<file path="src/rtl/core/bip_pkg.sv">
package bip_pkg;

    // Default field widths of the block.
    localparam int COORD_WIDTH_DEF   = 16;
    localparam int IOU_FRAC_BITS_DEF = 16;

    // Control group that travels with every item down the pipeline.
    typedef struct packed {
        logic valid;  // stage holds an item
        logic hit;    // overlap width and height are both positive
        logic same;   // union equals intersection, so IoU is exactly one
    } t_ctl;

endpackage

</file>
<file path="src/rtl/core/box_pair_iou.sv">
// Pipeline: four front-end stages, one divider stage per quotient bit and the output
// register lie between the edge that takes an item and the edge that takes its result.
// Throughput: one item per cycle while busy is low, with no stall path since the
// receiver always takes the result.
// Reset: synchronous, active low; it clears every valid bit and holds busy high.
module box_pair_iou #(
    parameter int COORD_WIDTH   = bip_pkg::COORD_WIDTH_DEF,
    parameter int IOU_FRAC_BITS = bip_pkg::IOU_FRAC_BITS_DEF
) (
    input  logic                          i_clk,
    input  logic                          i_rst_n,
    input  logic                          start,
    output logic                          busy,
    input  logic signed [COORD_WIDTH-1:0] i_a_left,
    input  logic signed [COORD_WIDTH-1:0] i_a_top,
    input  logic signed [COORD_WIDTH-1:0] i_a_right,
    input  logic signed [COORD_WIDTH-1:0] i_a_bottom,
    input  logic signed [COORD_WIDTH-1:0] i_b_left,
    input  logic signed [COORD_WIDTH-1:0] i_b_top,
    input  logic signed [COORD_WIDTH-1:0] i_b_right,
    input  logic signed [COORD_WIDTH-1:0] i_b_bottom,
    output logic                          o_valid,
    output logic [IOU_FRAC_BITS:0]        o_iou,
    output logic                          o_overlaps
);
    import bip_pkg::*;

    localparam int CW  = COORD_WIDTH;
    localparam int F   = IOU_FRAC_BITS;
    localparam int LAT = F + 5;

    // Busy is registered: set by reset and cleared by the first clock edge with reset released.
    logic r_busy;
    logic n_accept;

    always_ff @(posedge i_clk) begin
        if (!i_rst_n) begin
            r_busy <= 1'b1;
        end else begin
            r_busy <= 1'b0;
        end
    end

    assign busy     = r_busy;
    assign n_accept = start && !r_busy;

    // Geometry, areas and union.
    t_ctl            w_front_ctl;
    logic [2*CW-1:0] w_inter;
    logic [2*CW:0]   w_union;

    bip_front #(
        .CW (CW)
    ) u_front (
        .i_clk      (i_clk),
        .i_rst_n    (i_rst_n),
        .i_valid    (n_accept),
        .i_a_left   (i_a_left),
        .i_a_top    (i_a_top),
        .i_a_right  (i_a_right),
        .i_a_bottom (i_a_bottom),
        .i_b_left   (i_b_left),
        .i_b_top    (i_b_top),
        .i_b_right  (i_b_right),
        .i_b_bottom (i_b_bottom),
        .o_ctl      (w_front_ctl),
        .o_inter    (w_inter),
        .o_union    (w_union)
    );

    // Pipelined fraction divider.
    t_ctl         w_div_ctl;
    logic [F-1:0] w_quo;

    bip_div #(
        .CW (CW),
        .F  (F)
    ) u_div (
        .i_clk   (i_clk),
        .i_rst_n (i_rst_n),
        .i_ctl   (w_front_ctl),
        .i_inter (w_inter),
        .i_union (w_union),
        .o_ctl   (w_div_ctl),
        .o_quo   (w_quo)
    );

    // Output register: zero when no overlap, exactly one for equal boxes.
    logic         r_valid;
    logic [F:0]   r_iou;
    logic         r_overlaps;
    logic [F:0]   n_iou;

    always_comb begin
        if (!w_div_ctl.hit) begin
            n_iou = '0;
        end else if (w_div_ctl.same) begin
            n_iou = {1'b1, {F{1'b0}}};
        end else begin
            n_iou = {1'b0, w_quo};
        end
    end

    always_ff @(posedge i_clk) begin
        if (!i_rst_n) begin
            r_valid <= 1'b0;
        end else begin
            r_valid <= w_div_ctl.valid;
        end
    end

    always_ff @(posedge i_clk) begin
        r_iou      <= n_iou;
        r_overlaps <= w_div_ctl.hit;
    end

    assign o_valid    = r_valid;
    assign o_iou      = r_iou;
    assign o_overlaps = r_overlaps;

    // Every result belongs to an item taken a fixed time earlier.
    a_latency: assert property (@(posedge i_clk) disable iff (!i_rst_n)
        o_valid |-> $past(n_accept, LAT))
        else $error("result without a matching item");

    // Non-overlapping boxes always give zero.
    a_zero_miss: assert property (@(posedge i_clk) disable iff (!i_rst_n)
        (o_valid && !o_overlaps) |-> (o_iou == '0))
        else $error("nonzero IoU without overlap");

    // IoU never exceeds one.
    a_at_most_one: assert property (@(posedge i_clk) disable iff (!i_rst_n)
        o_valid |-> (o_iou <= {1'b1, {F{1'b0}}}))
        else $error("IoU above one");

endmodule

</file>
<file path="src/rtl/core/bip_front.sv">
module bip_front #(
    parameter int CW = 16
) (
    input  logic                   i_clk,
    input  logic                   i_rst_n,
    input  logic                   i_valid,
    input  logic signed [CW-1:0]   i_a_left,
    input  logic signed [CW-1:0]   i_a_top,
    input  logic signed [CW-1:0]   i_a_right,
    input  logic signed [CW-1:0]   i_a_bottom,
    input  logic signed [CW-1:0]   i_b_left,
    input  logic signed [CW-1:0]   i_b_top,
    input  logic signed [CW-1:0]   i_b_right,
    input  logic signed [CW-1:0]   i_b_bottom,
    output bip_pkg::t_ctl          o_ctl,
    output logic [2*CW-1:0]        o_inter,
    output logic [2*CW:0]          o_union
);
    import bip_pkg::*;

    localparam int PW = 2 * CW;
    localparam int UW = 2 * CW + 1;

    // Stage 1: overlap extents and box extents.
    logic signed [CW:0] n_al, n_at, n_ar, n_ab, n_bl, n_bt, n_br, n_bb;
    logic signed [CW:0] n_lmax, n_tmax, n_rmin, n_bmin, n_w, n_h;
    logic signed [CW:0] n_aw, n_ah, n_bw, n_bh;
    logic               n_hit;

    always_comb begin
        n_al = $signed({i_a_left[CW-1], i_a_left});
        n_at = $signed({i_a_top[CW-1], i_a_top});
        n_ar = $signed({i_a_right[CW-1], i_a_right});
        n_ab = $signed({i_a_bottom[CW-1], i_a_bottom});
        n_bl = $signed({i_b_left[CW-1], i_b_left});
        n_bt = $signed({i_b_top[CW-1], i_b_top});
        n_br = $signed({i_b_right[CW-1], i_b_right});
        n_bb = $signed({i_b_bottom[CW-1], i_b_bottom});
        n_lmax = (n_al > n_bl) ? n_al : n_bl;
        n_tmax = (n_at > n_bt) ? n_at : n_bt;
        n_rmin = (n_ar < n_br) ? n_ar : n_br;
        n_bmin = (n_ab < n_bb) ? n_ab : n_bb;
        n_w  = n_rmin - n_lmax;
        n_h  = n_bmin - n_tmax;
        n_aw = n_ar - n_al;
        n_ah = n_ab - n_at;
        n_bw = n_br - n_bl;
        n_bh = n_bb - n_bt;
        // Positive means sign clear and not zero.
        n_hit = !n_w[CW] && (n_w != '0) && !n_h[CW] && (n_h != '0);
    end

    // When the overlap is positive every extent lies in 1 .. 2^CW-1.
    t_ctl          r_ctl1;
    logic [CW-1:0] r_w, r_h, r_aw, r_ah, r_bw, r_bh;

    always_ff @(posedge i_clk) begin
        if (!i_rst_n) begin
            r_ctl1 <= '0;
        end else begin
            r_ctl1 <= '{valid: i_valid, hit: n_hit, same: 1'b0};
        end
    end

    always_ff @(posedge i_clk) begin
        r_w  <= n_w[CW-1:0];
        r_h  <= n_h[CW-1:0];
        r_aw <= n_aw[CW-1:0];
        r_ah <= n_ah[CW-1:0];
        r_bw <= n_bw[CW-1:0];
        r_bh <= n_bh[CW-1:0];
    end

    // Stage 2: intersection and the two box areas.
    t_ctl          r_ctl2;
    logic [PW-1:0] r_inter2, r_area_a, r_area_b;

    always_ff @(posedge i_clk) begin
        if (!i_rst_n) begin
            r_ctl2 <= '0;
        end else begin
            r_ctl2 <= r_ctl1;
        end
    end

    always_ff @(posedge i_clk) begin
        r_inter2 <= r_w * r_h;
        r_area_a <= r_aw * r_ah;
        r_area_b <= r_bw * r_bh;
    end

    // Stage 3: sum of the areas with one carry bit.
    t_ctl          r_ctl3;
    logic [PW-1:0] r_inter3;
    logic [UW-1:0] r_sum;

    always_ff @(posedge i_clk) begin
        if (!i_rst_n) begin
            r_ctl3 <= '0;
        end else begin
            r_ctl3 <= r_ctl2;
        end
    end

    always_ff @(posedge i_clk) begin
        r_inter3 <= r_inter2;
        r_sum    <= {1'b0, r_area_a} + {1'b0, r_area_b};
    end

    // Stage 4: union, and the check for a union equal to the intersection.
    t_ctl          r_ctl4;
    logic [PW-1:0] r_inter4;
    logic [UW-1:0] r_union;
    logic          n_same;

    assign n_same = (r_sum == {r_inter3, 1'b0});

    always_ff @(posedge i_clk) begin
        if (!i_rst_n) begin
            r_ctl4 <= '0;
        end else begin
            r_ctl4 <= '{valid: r_ctl3.valid, hit: r_ctl3.hit, same: n_same};
        end
    end

    always_ff @(posedge i_clk) begin
        r_inter4 <= r_inter3;
        r_union  <= r_sum - {1'b0, r_inter3};
    end

    assign o_ctl   = r_ctl4;
    assign o_inter = r_inter4;
    assign o_union = r_union;

    // An item leaves the front end only after passing through every front-end stage register.
    a_front_latency: assert property (@(posedge i_clk) disable iff (!i_rst_n)
        r_ctl4.valid |-> $past(i_valid, 4))
        else $error("front end produced an item that never entered");

    // Whenever boxes overlap, the union covers the intersection.
    a_union_covers: assert property (@(posedge i_clk) disable iff (!i_rst_n)
        (r_ctl4.valid && r_ctl4.hit) |-> (r_union >= {1'b0, r_inter4}))
        else $error("union smaller than intersection");

    // A set same flag means the boxes overlap or the union equals the intersection.
    a_same_hit: assert property (@(posedge i_clk) disable iff (!i_rst_n)
        (r_ctl4.valid && r_ctl4.same) |-> (r_ctl4.hit || r_union == {1'b0, r_inter4}))
        else $error("same flag set without equal union");

endmodule

</file>
<file path="src/rtl/core/bip_div.sv">
module bip_div #(
    parameter int CW = 16,
    parameter int F  = 16
) (
    input  logic                 i_clk,
    input  logic                 i_rst_n,
    input  bip_pkg::t_ctl        i_ctl,
    input  logic [2*CW-1:0]      i_inter,
    input  logic [2*CW:0]        i_union,
    output bip_pkg::t_ctl        o_ctl,
    output logic [F-1:0]         o_quo
);
    import bip_pkg::*;

    localparam int UW = 2 * CW + 1;

    // One restoring quotient bit per stage; for IoU below one, remainder < union.
    t_ctl          r_ctl [F];
    logic [UW-1:0] r_rem [F];
    logic [UW-1:0] r_uni [F];
    logic [F-1:0]  r_quo [F];

    for (genvar k = 0; k < F; k++) begin : g_step
        t_ctl          p_ctl;
        logic [UW-1:0] p_rem, p_uni;
        logic [F-1:0]  p_quo;
        logic [UW:0]   n_shift, n_diff;
        logic          n_ge;

        if (k == 0) begin : g_first
            assign p_ctl = i_ctl;
            assign p_rem = {1'b0, i_inter};
            assign p_uni = i_union;
            assign p_quo = '0;
        end else begin : g_next
            assign p_ctl = r_ctl[k-1];
            assign p_rem = r_rem[k-1];
            assign p_uni = r_uni[k-1];
            assign p_quo = r_quo[k-1];
        end

        // Shift the partial remainder and try to subtract the union.
        always_comb begin
            n_shift = {p_rem, 1'b0};
            n_ge    = (n_shift >= {1'b0, p_uni});
            n_diff  = n_shift - {1'b0, p_uni};
        end

        always_ff @(posedge i_clk) begin
            if (!i_rst_n) begin
                r_ctl[k] <= '0;
            end else begin
                r_ctl[k] <= p_ctl;
            end
        end

        always_ff @(posedge i_clk) begin
            r_rem[k] <= n_ge ? n_diff[UW-1:0] : n_shift[UW-1:0];
            r_uni[k] <= p_uni;
            r_quo[k] <= {p_quo[F-2:0], n_ge};
        end
    end

    assign o_ctl = r_ctl[F-1];
    assign o_quo = r_quo[F-1];

    // Items take one stage per quotient bit.
    a_div_latency: assert property (@(posedge i_clk) disable iff (!i_rst_n)
        r_ctl[F-1].valid |-> $past(i_ctl.valid, F))
        else $error("divider produced an item that never entered");

    // For a true fraction the final remainder must stay below the union.
    a_rem_bound: assert property (@(posedge i_clk) disable iff (!i_rst_n)
        (r_ctl[F-1].valid && r_ctl[F-1].hit && !r_ctl[F-1].same)
            |-> (r_rem[F-1] < r_uni[F-1]))
        else $error("divider remainder out of range");

    // Flags pass through the divider unchanged.
    a_flags_kept: assert property (@(posedge i_clk) disable iff (!i_rst_n)
        r_ctl[F-1].valid |-> (r_ctl[F-1].hit == $past(i_ctl.hit, F)))
        else $error("overlap flag changed inside divider");

endmodule

</file>
<file path="config.mk">
export PLATFORM = sky130hd
export DESIGN_NAME = box_pair_iou
export DESIGN_NICKNAME = d
export VERILOG_FILES = /design/src/rtl/core/bip_pkg.sv /design/src/rtl/core/box_pair_iou.sv /design/src/rtl/core/bip_front.sv /design/src/rtl/core/bip_div.sv
export SDC_FILE = /design/constraint.sdc
export NUM_CORES = 2
export LEC_CHECK = 0
export ABC_AREA = 1
export BUFFER_PORTS_ARGS = -buffer_cell sky130_fd_sc_hd__buf_2
export CORE_MARGIN = 2
export CORE_UTILIZATION = 63
export CTS_CLUSTER_DIAMETER = 50
export DETAILED_ROUTE_END_ITERATION = 8
export HOLD_SLACK_MARGIN = 0.08
export PLACE_DENSITY = 0.83
export SKIP_CTS_REPAIR_TIMING = 1
export SLEW_MARGIN = 0
export SYNTH_ARGS = -nofsm -noshare
export SYNTH_HDL_FRONTEND = slang
export SYNTH_SLANG_ARGS = --single-unit
</file>
<file path="constraint.sdc">
create_clock -name i_clk -period 6.37 [get_ports i_clk]
set_clock_uncertainty 0.15 [all_clocks]
set_input_delay 0.637 -clock i_clk [delete_from_list [all_inputs] [get_ports i_clk]]
set_output_delay 0.637 -clock i_clk [all_outputs]
set_load 0.005 [all_outputs]
</file>
### Yosys cells after proc, flatten, opt, wreduce, memory -nomap -nowiden

Memories as Yosys holds them, arrays and structs flattened.
Index checks and enable logic that the tools add are counted.

* bits in registers: 351
* input bits: 131
* memories: 4
* bits in writable memories: 1360

Memories
* u_div.r_rem: depth 16, bits a word 33, rd ports 15, clocked after memory_dff 0, wr ports 16, RTL line bip_div.sv:19 `logic [UW-1:0] r_rem [F];`
* u_div.r_uni: depth 16, bits a word 33, rd ports 15, clocked after memory_dff 0, wr ports 16, RTL line bip_div.sv:20 `logic [UW-1:0] r_uni [F];`
* u_div.r_quo: depth 16, bits a word 16, rd ports 16, clocked after memory_dff 0, wr ports 16, RTL line bip_div.sv:21 `logic [F-1:0] r_quo [F];`
* u_div.r_ctl: depth 16, bits a word 3, rd ports 16, clocked after memory_dff 0, wr ports 16, RTL line bip_div.sv:18 `t_ctl r_ctl [F];`

* bitwise operators: 17
* reduce and logical (&&, ||, !) cells: 10
* mux-type cells: 39
* $lt $le $gt $ge: 20
* eq/ne operators: 1
* add/subtract/negate cells: 24
* multiply operators: 3

Operators by type and width (number)
* 33-bit two-way mux: 16
* 33-bit subtractor: 16
* 34-bit by 33-bit greater-or-equal comparator with 1-bit output: 15
* 16-bit by 16-bit multiplier with 32-bit output: 3
* 17-bit two-way mux: 5
* 16-bit subtractor: 4
* 3-bit two-way mux: 16
* 17-bit nonzero test: 2
* 17-bit subtractor: 2
* 32-bit by 32-bit adder with 33-bit output: 1
* 33-bit equality test: 1
* 33-bit greater-or-equal comparator: 1
* 33-bit by 32-bit subtractor with 33-bit output: 1
* 16-bit greater-than comparator: 2
* 16-bit less-than comparator: 2
* 1-bit OR: 16
* 1-bit logical AND: 4
* 1-bit logical NOT: 3
* 1-bit two-way mux: 2
* 2-bit OR reduction: 1
* 1-bit inverter: 1

### Longest topological paths before layout

* depth after elaboration: 7
* depth in mapped cells: 30
* gate-level depth less buffers: 29

### Hierarchy

From an unflattened synthesis, not the netlist that was laid out.

* cell total of the unflattened synthesis: 17902
* area, all modules: 118457.4 um^2

By module, submodules not included
* bip_div: area each 72955.0 um^2, instances 1, cells each 11815, sequential area each 23502.5 um^2
* bip_front: area each 44899.3 um^2, instances 1, cells each 6025, sequential area each 6626.4 um^2
* box_pair_iou: area each 603.1 um^2, instances 1, cells each 62, sequential area each 400.4 um^2

### Worst setup path before layout

No wires, ideal clock.

* path type: register to register
* start: reg u_front.r_bw[5]
* end: reg u_front.r_area_b[31]
* library setup time: 0.072 ns
* setup slack: 0.656 ns
* data arrival time: 5.493 ns
* cell stages (with the launch flop): 23
* period minus slack after synthesis: 5.714 ns
* path buffers: 2
* required time: 6.148 ns
* cells stage by stage: dfxtp_1 > clkbuf_1 > clkbuf_1 > nand2_1 > fa_1 > inv_1 > fa_1 > inv_1 > fa_1 > inv_1 > fa_1 > fa_1 > inv_1 > fa_1 > inv_1 > ha_1 > nand2_1 > nor2_1 > nand2_1 > o21ai_0 > nand3_1 > o21ai_0 > xor2_1

* cells in the longest elaborated chain, start to end: 1

RTL lines
* from (decl): RTL line bip_front.sv:55 `logic [CW-1:0] r_w, r_h, r_aw, r_ah, r_bw, r_bh;`
* from (signal assigned): RTL line bip_front.sv:70 `r_bw <= n_bw[CW-1:0];`
* 16-bit by 16-bit multiplier with 32-bit output: RTL line bip_front.sv:89 `r_area_b <= r_bw * r_bh;`
* to (signal assigned): RTL line bip_front.sv:89
* to (decl): RTL line bip_front.sv:76 `logic [PW-1:0] r_inter2, r_area_a, r_area_b;`

No other way between the ends.
A chain may end at the register's enable or synchronous reset.

### Worst setup path in the final report

* start: reg u_front.r_bh[1]
* end: reg u_front.r_area_b[31]

* cells in the longest elaborated chain, start to end: 1

RTL lines
* from (decl): RTL line bip_front.sv:55
* from (signal assigned): RTL line bip_front.sv:71 `r_bh <= n_bh[CW-1:0];`
* 16-bit by 16-bit multiplier with 32-bit output: RTL line bip_front.sv:89

No other way between the ends.

==> results.txt <==
* Worst path max stage delay: 0.75 ns
- In the routed design, unresolved DRC markers number 0.
- R2r worst-path depth: 18
* Critical Path End: u_front.r_area_b[31]$_DFF_P_
* Drt via density: 5.595
- The cell count after synthesis came out at 14776.
- Critical setup path kind: flop to flop
- Total of endpoints with negative setup slack in the final report: 0
* Max H-tree Level: 4
- Number of violations reported at the end of detailed-routing iteration 0: 9029
- Clock root buffer: clkbuf_16
- HP Class: input pin to flop
- Antenna viol nets, final: 0
- Yosys synthesis warning count: 0
- In this run the critical register-to-register path is captured at u_front.r_area_b[31]$_DFF_P_.
* Multi-input gate area: 66210 µm²
- The run finished with clean final reports.
* Number of different library cells in the post-synthesis netlist: 52
* HPWL reported at the end of detailed placement: 257500 µm
* Vertical die dimension: 418.3 µm
* Flip-flop and latch count after synthesis: 1525
* GRT Residual Overflow: 0
- Share of flip-flops with an asynchronous set or reset: 0%
- First-pass GRT wire length: 498800 µm
- Clock-pin slew reported for the worst setup and hold paths after clock tree synthesis: 0.06 ns
* Launch point of the critical path: u_front.r_bh[1]$_DFF_P_
- The region available for standard cell placement spans 171200 µm².
* Post-Route Setup TNS: 0 ns
- CP bufs+invs: 3
- The signal on the critical path passes through nand2_1 -> fa_1 -> fa_1 -> fa_1 -> inv_1 -> fa_1 -> fa_1 -> inv_1 -> fa_1 -> inv_1 -> ha_1 -> nand2_1 -> nor2_1 -> nand2_1 -> o21ai_0 -> nand3_1 -> o21ai_0 -> xor2_1.
- Worst slew margin: 28.05%
- The die covers 175000 µm².
* Port-buffer cells: 150
* Number of antenna violations at the first check in global routing: 16
- Area growth syn-to-layout: 8.068%
- The final layout contains routed wiring with a total length of 317700 µm.
- Number of slew-limit violations in the final report: 0
* Commonest register cell after synthesis: dfxtp_1
* Share of layout cells above drive strength 1: 4.497%
- In the global route stage, overall resource usage came out at 35.97%.
* First-pass DRT Iterations: 7
- Worst flop-to-flop path startpoint: u_front.r_bh[1]$_DFF_P_
- Hold Fails Final Rpt: 0
* Post-synth net total: 16569
- Routability cong.: 1.048
* Via count of the first global-routing pass: 93751
- STA classifies the critical path endpoint as a flop.
- Max Cap Violations: 0
- Mean Syn Cell Area: 7.319 µm²
* Row count: 152
- For the worst setup path, the data arrival time is 6.58 ns.
- Cell Area, Synth: 108200 µm²
* Cell family contributing the most delay on the critical path: adder cells
* I/O pin total: 151
- Counting I/O delays and the setup requirement, the final critical path takes 6.007 ns.
* Routed wirelength normalized by instance count: 18.44 µm
- Share of the yosys chip area belonging to registers: 28.23%
- Detailed-route via count: 96374
- At the worst endpoint, the required time is 6.94 ns.
- The net count of the finished layout is 16636.
- Maximum achievable frequency: 0.1665 GHz
- Number of flops mapped to enable cells by yosys: 0
* Largest net degree at the start of global routing: 59
- The layout has 14733 filler cells.
- At the later pin of the worst-skew pair, clock insertion delay measures 0.83 ns.
* Sinks on the clock net: 1525
- Most numerous cell on the critical path: fa_1
* Instance count on the critical path: 18
- For this configuration, the core starts out at a cell density of 63.19%.
- Critical path's slowest cell: dfxtp_1
- Setup crit start kind: flop
- Clock tree from TritonCTS: done
- Final clock period utilization by the worst path: 94.30%
- Along the worst path, the maximum fanout reaches 16.
- Number of buffers inserted during clock tree synthesis: 175
- The floorplan step set the die width to 418.3 µm.
* CTS Buffer Depth: 3
- For the pin with the worst max-slew slack, the measured transition is 1.079 ns.
* Area taken by flip-flops and latches: 30530 µm²
* Unrepaired setup endpoints after global routing: no
- Across all register-to-register paths, the minimum setup slack is 0.36 ns.
==> kinds of logic after synthesis <==
kind of cell               share of synthesized area, %
AOI/OAI and AO/OA                                 9.559
xor gates and xnor gates                          4.211
buffers and inverters                             10.59
and+or+nand+nor                                   23.99
adders and majority gates                         23.43
DFF                                               28.23
==> per-stage QoR <==
step	area (µm²)	cells	setup slack [ns]	util (%)	hold slack, ns
final	116900	17226	0.3629	68.28	0.1176
after global routing	116900	17223	0.02032	68.28	0.09092
after CTS	116800	17217	0.3075	68.25	-0.1581
after detailed placement	110600	16895	0.2957	64.64	0.1621
after global placement	110600	16895	0.4069	64.64	0.1596
after floorplan	108200	14776	0.6559	-	0.1596
==> layout make-up <==
class,instances,share of cell area (%)
flip-flops and latches,1525,26.12
inverters,2590,8.318
clock inverters,102,1.157
diodes,5,0.01071
multi-input cells,10312,56.65
repair buffers,239,1.223
well taps,2233,2.390
clock buffers,220,4.125
==> sequential cells by signal, summed over array words and instances, names as in the netlist, 17 cells and up <==
signal / flops
o_iou: 17
u_front.r_area_a: 32
u_div.r_rem: 495
u_div.r_uni: 495
u_front.r_sum: 33
u_front.o_inter: 32
u_front.r_inter3: 32
u_front.r_inter2: 32
u_div.r_ctl: 48
u_div.r_quo: 136
u_front.o_union: 33
u_front.r_area_b: 32
==> cell usage in the layout, fill, tap and decap left out, types with 25 or more instances in the layout <==
| cell type | instances |
|---|---|
| xnor2_1 | 141 |
| nand3_1 | 1037 |
| a21oi_1 | 1005 |
| fa_1 | 605 |
| o21a_1 | 49 |
| dfxtp_1 | 1522 |
| nand3b_1 | 29 |
| inv_1 | 2590 |
| ha_1 | 1057 |
| o21ai_0 | 567 |
| a21o_1 | 53 |
| o21ai_1 | 42 |
| nand4_1 | 103 |
| a21boi_0 | 25 |
| nand3_2 | 32 |
| o21bai_1 | 25 |
| clkbuf_16 | 177 |
| nor2_1 | 827 |
| buf_4 | 85 |
| xor2_1 | 379 |
| buf_2 | 150 |
| nor4_1 | 32 |
| nor3_1 | 209 |
| nand2_1 | 3872 |
==> cell usage after synthesis (3+ instances only) <==
cell | instances | area share, %
nor4_1 | 32 | 0.19
or2_2 | 4 | 0.023
fa_1 | 605 | 11
inv_1 | 2590 | 9.0
o31ai_1 | 5 | 0.035
nand4_1 | 103 | 0.60
nand2_1 | 3873 | 13
a31oi_1 | 20 | 0.12
a21oi_2 | 10 | 0.081
nand3_1 | 1037 | 4.8
o311ai_0 | 7 | 0.057
buf_6 | 43 | 0.45
o2111ai_1 | 10 | 0.081
a21boi_1 | 13 | 0.090
nand2_2 | 18 | 0.10
nand3b_1 | 29 | 0.20
o21bai_1 | 25 | 0.17
nor2_1 | 828 | 2.9
o21ai_2 | 5 | 0.040
o21a_1 | 49 | 0.34
and2_1 | 20 | 0.12
nand2_4 | 17 | 0.18
o221ai_1 | 8 | 0.065
xnor2_1 | 141 | 1.1
o211ai_2 | 15 | 0.17
xor2_1 | 379 | 3.1
buf_4 | 3 | 0.021
buf_2 | 66 | 0.31
nand3_2 | 32 | 0.30
nor3_1 | 209 | 0.97
clkbuf_1 | 234 | 0.81
a221oi_1 | 3 | 0.024
o21ai_0 | 567 | 2.6
nor2_2 | 22 | 0.13
a21boi_0 | 25 | 0.17
o21ai_1 | 42 | 0.19
o22ai_1 | 3 | 0.017
buf_1 | 3 | 0.010
a21oi_1 | 1005 | 4.7
a21o_1 | 53 | 0.37
o211ai_1 | 21 | 0.15
dfxtp_1 | 1525 | 28
ha_1 | 1057 | 12
a211oi_1 | 9 | 0.062
==> worst reg2reg max path, cell delays in order, from the launching register on <==
cell     delay (ns)
dfxtp_1        0.75
nand2_1        0.17
fa_1           0.52
fa_1           0.45
fa_1           0.54
inv_1          0.05
fa_1           0.46
fa_1           0.55
inv_1          0.06
fa_1           0.53
inv_1          0.04
ha_1           0.37
nand2_1        0.11
nor2_1         0.16
nand2_1        0.07
o21ai_0        0.40
nand3_1        0.17
o21ai_0        0.23
xor2_1         0.17
==> routing by layer <==
| metal | part of all wire, % | vias up | track usage, % |
|---|---|---|---|
| li1 | - | 46787 | - |
| met1 | 39 | 44226 | 43.05 |
| met2 | 46 | 4259 | 60.21 |
| met3 | 7.9 | 1088 | 6.002 |
| met4 | 7.2 | 14 | 22.52 |
| met5 | 0.039 | - | 0 |
==> how the worst min path moves through the flow <==
stage	slack [ns]	end	from	depth (start not counted)
after floorplan	0.16	u_div.r_quo[10][10]$_DFF_P_	u_div.r_quo[9][9]$_DFF_P_	0
after global placement	0.16	u_front.r_inter3[4]$_DFF_P_	u_front.r_inter2[4]$_DFF_P_	0
after detailed placement	0.16	u_div.r_quo[13][4]$_DFF_P_	u_div.r_quo[12][3]$_DFF_P_	0
after CTS	-0.16	u_front.r_ctl1[2]$_SDFF_PN0_	start	3
after global routing	0.09	u_front.r_bw[1]$_DFF_P_	i_b_left[1]	3
final	0.12	u_front.r_bh[0]$_DFF_P_	i_b_top[0]	3
Power is not shown: default switching activity piles up to over one toggle a cycle in this logic, so the estimate is an artifact.
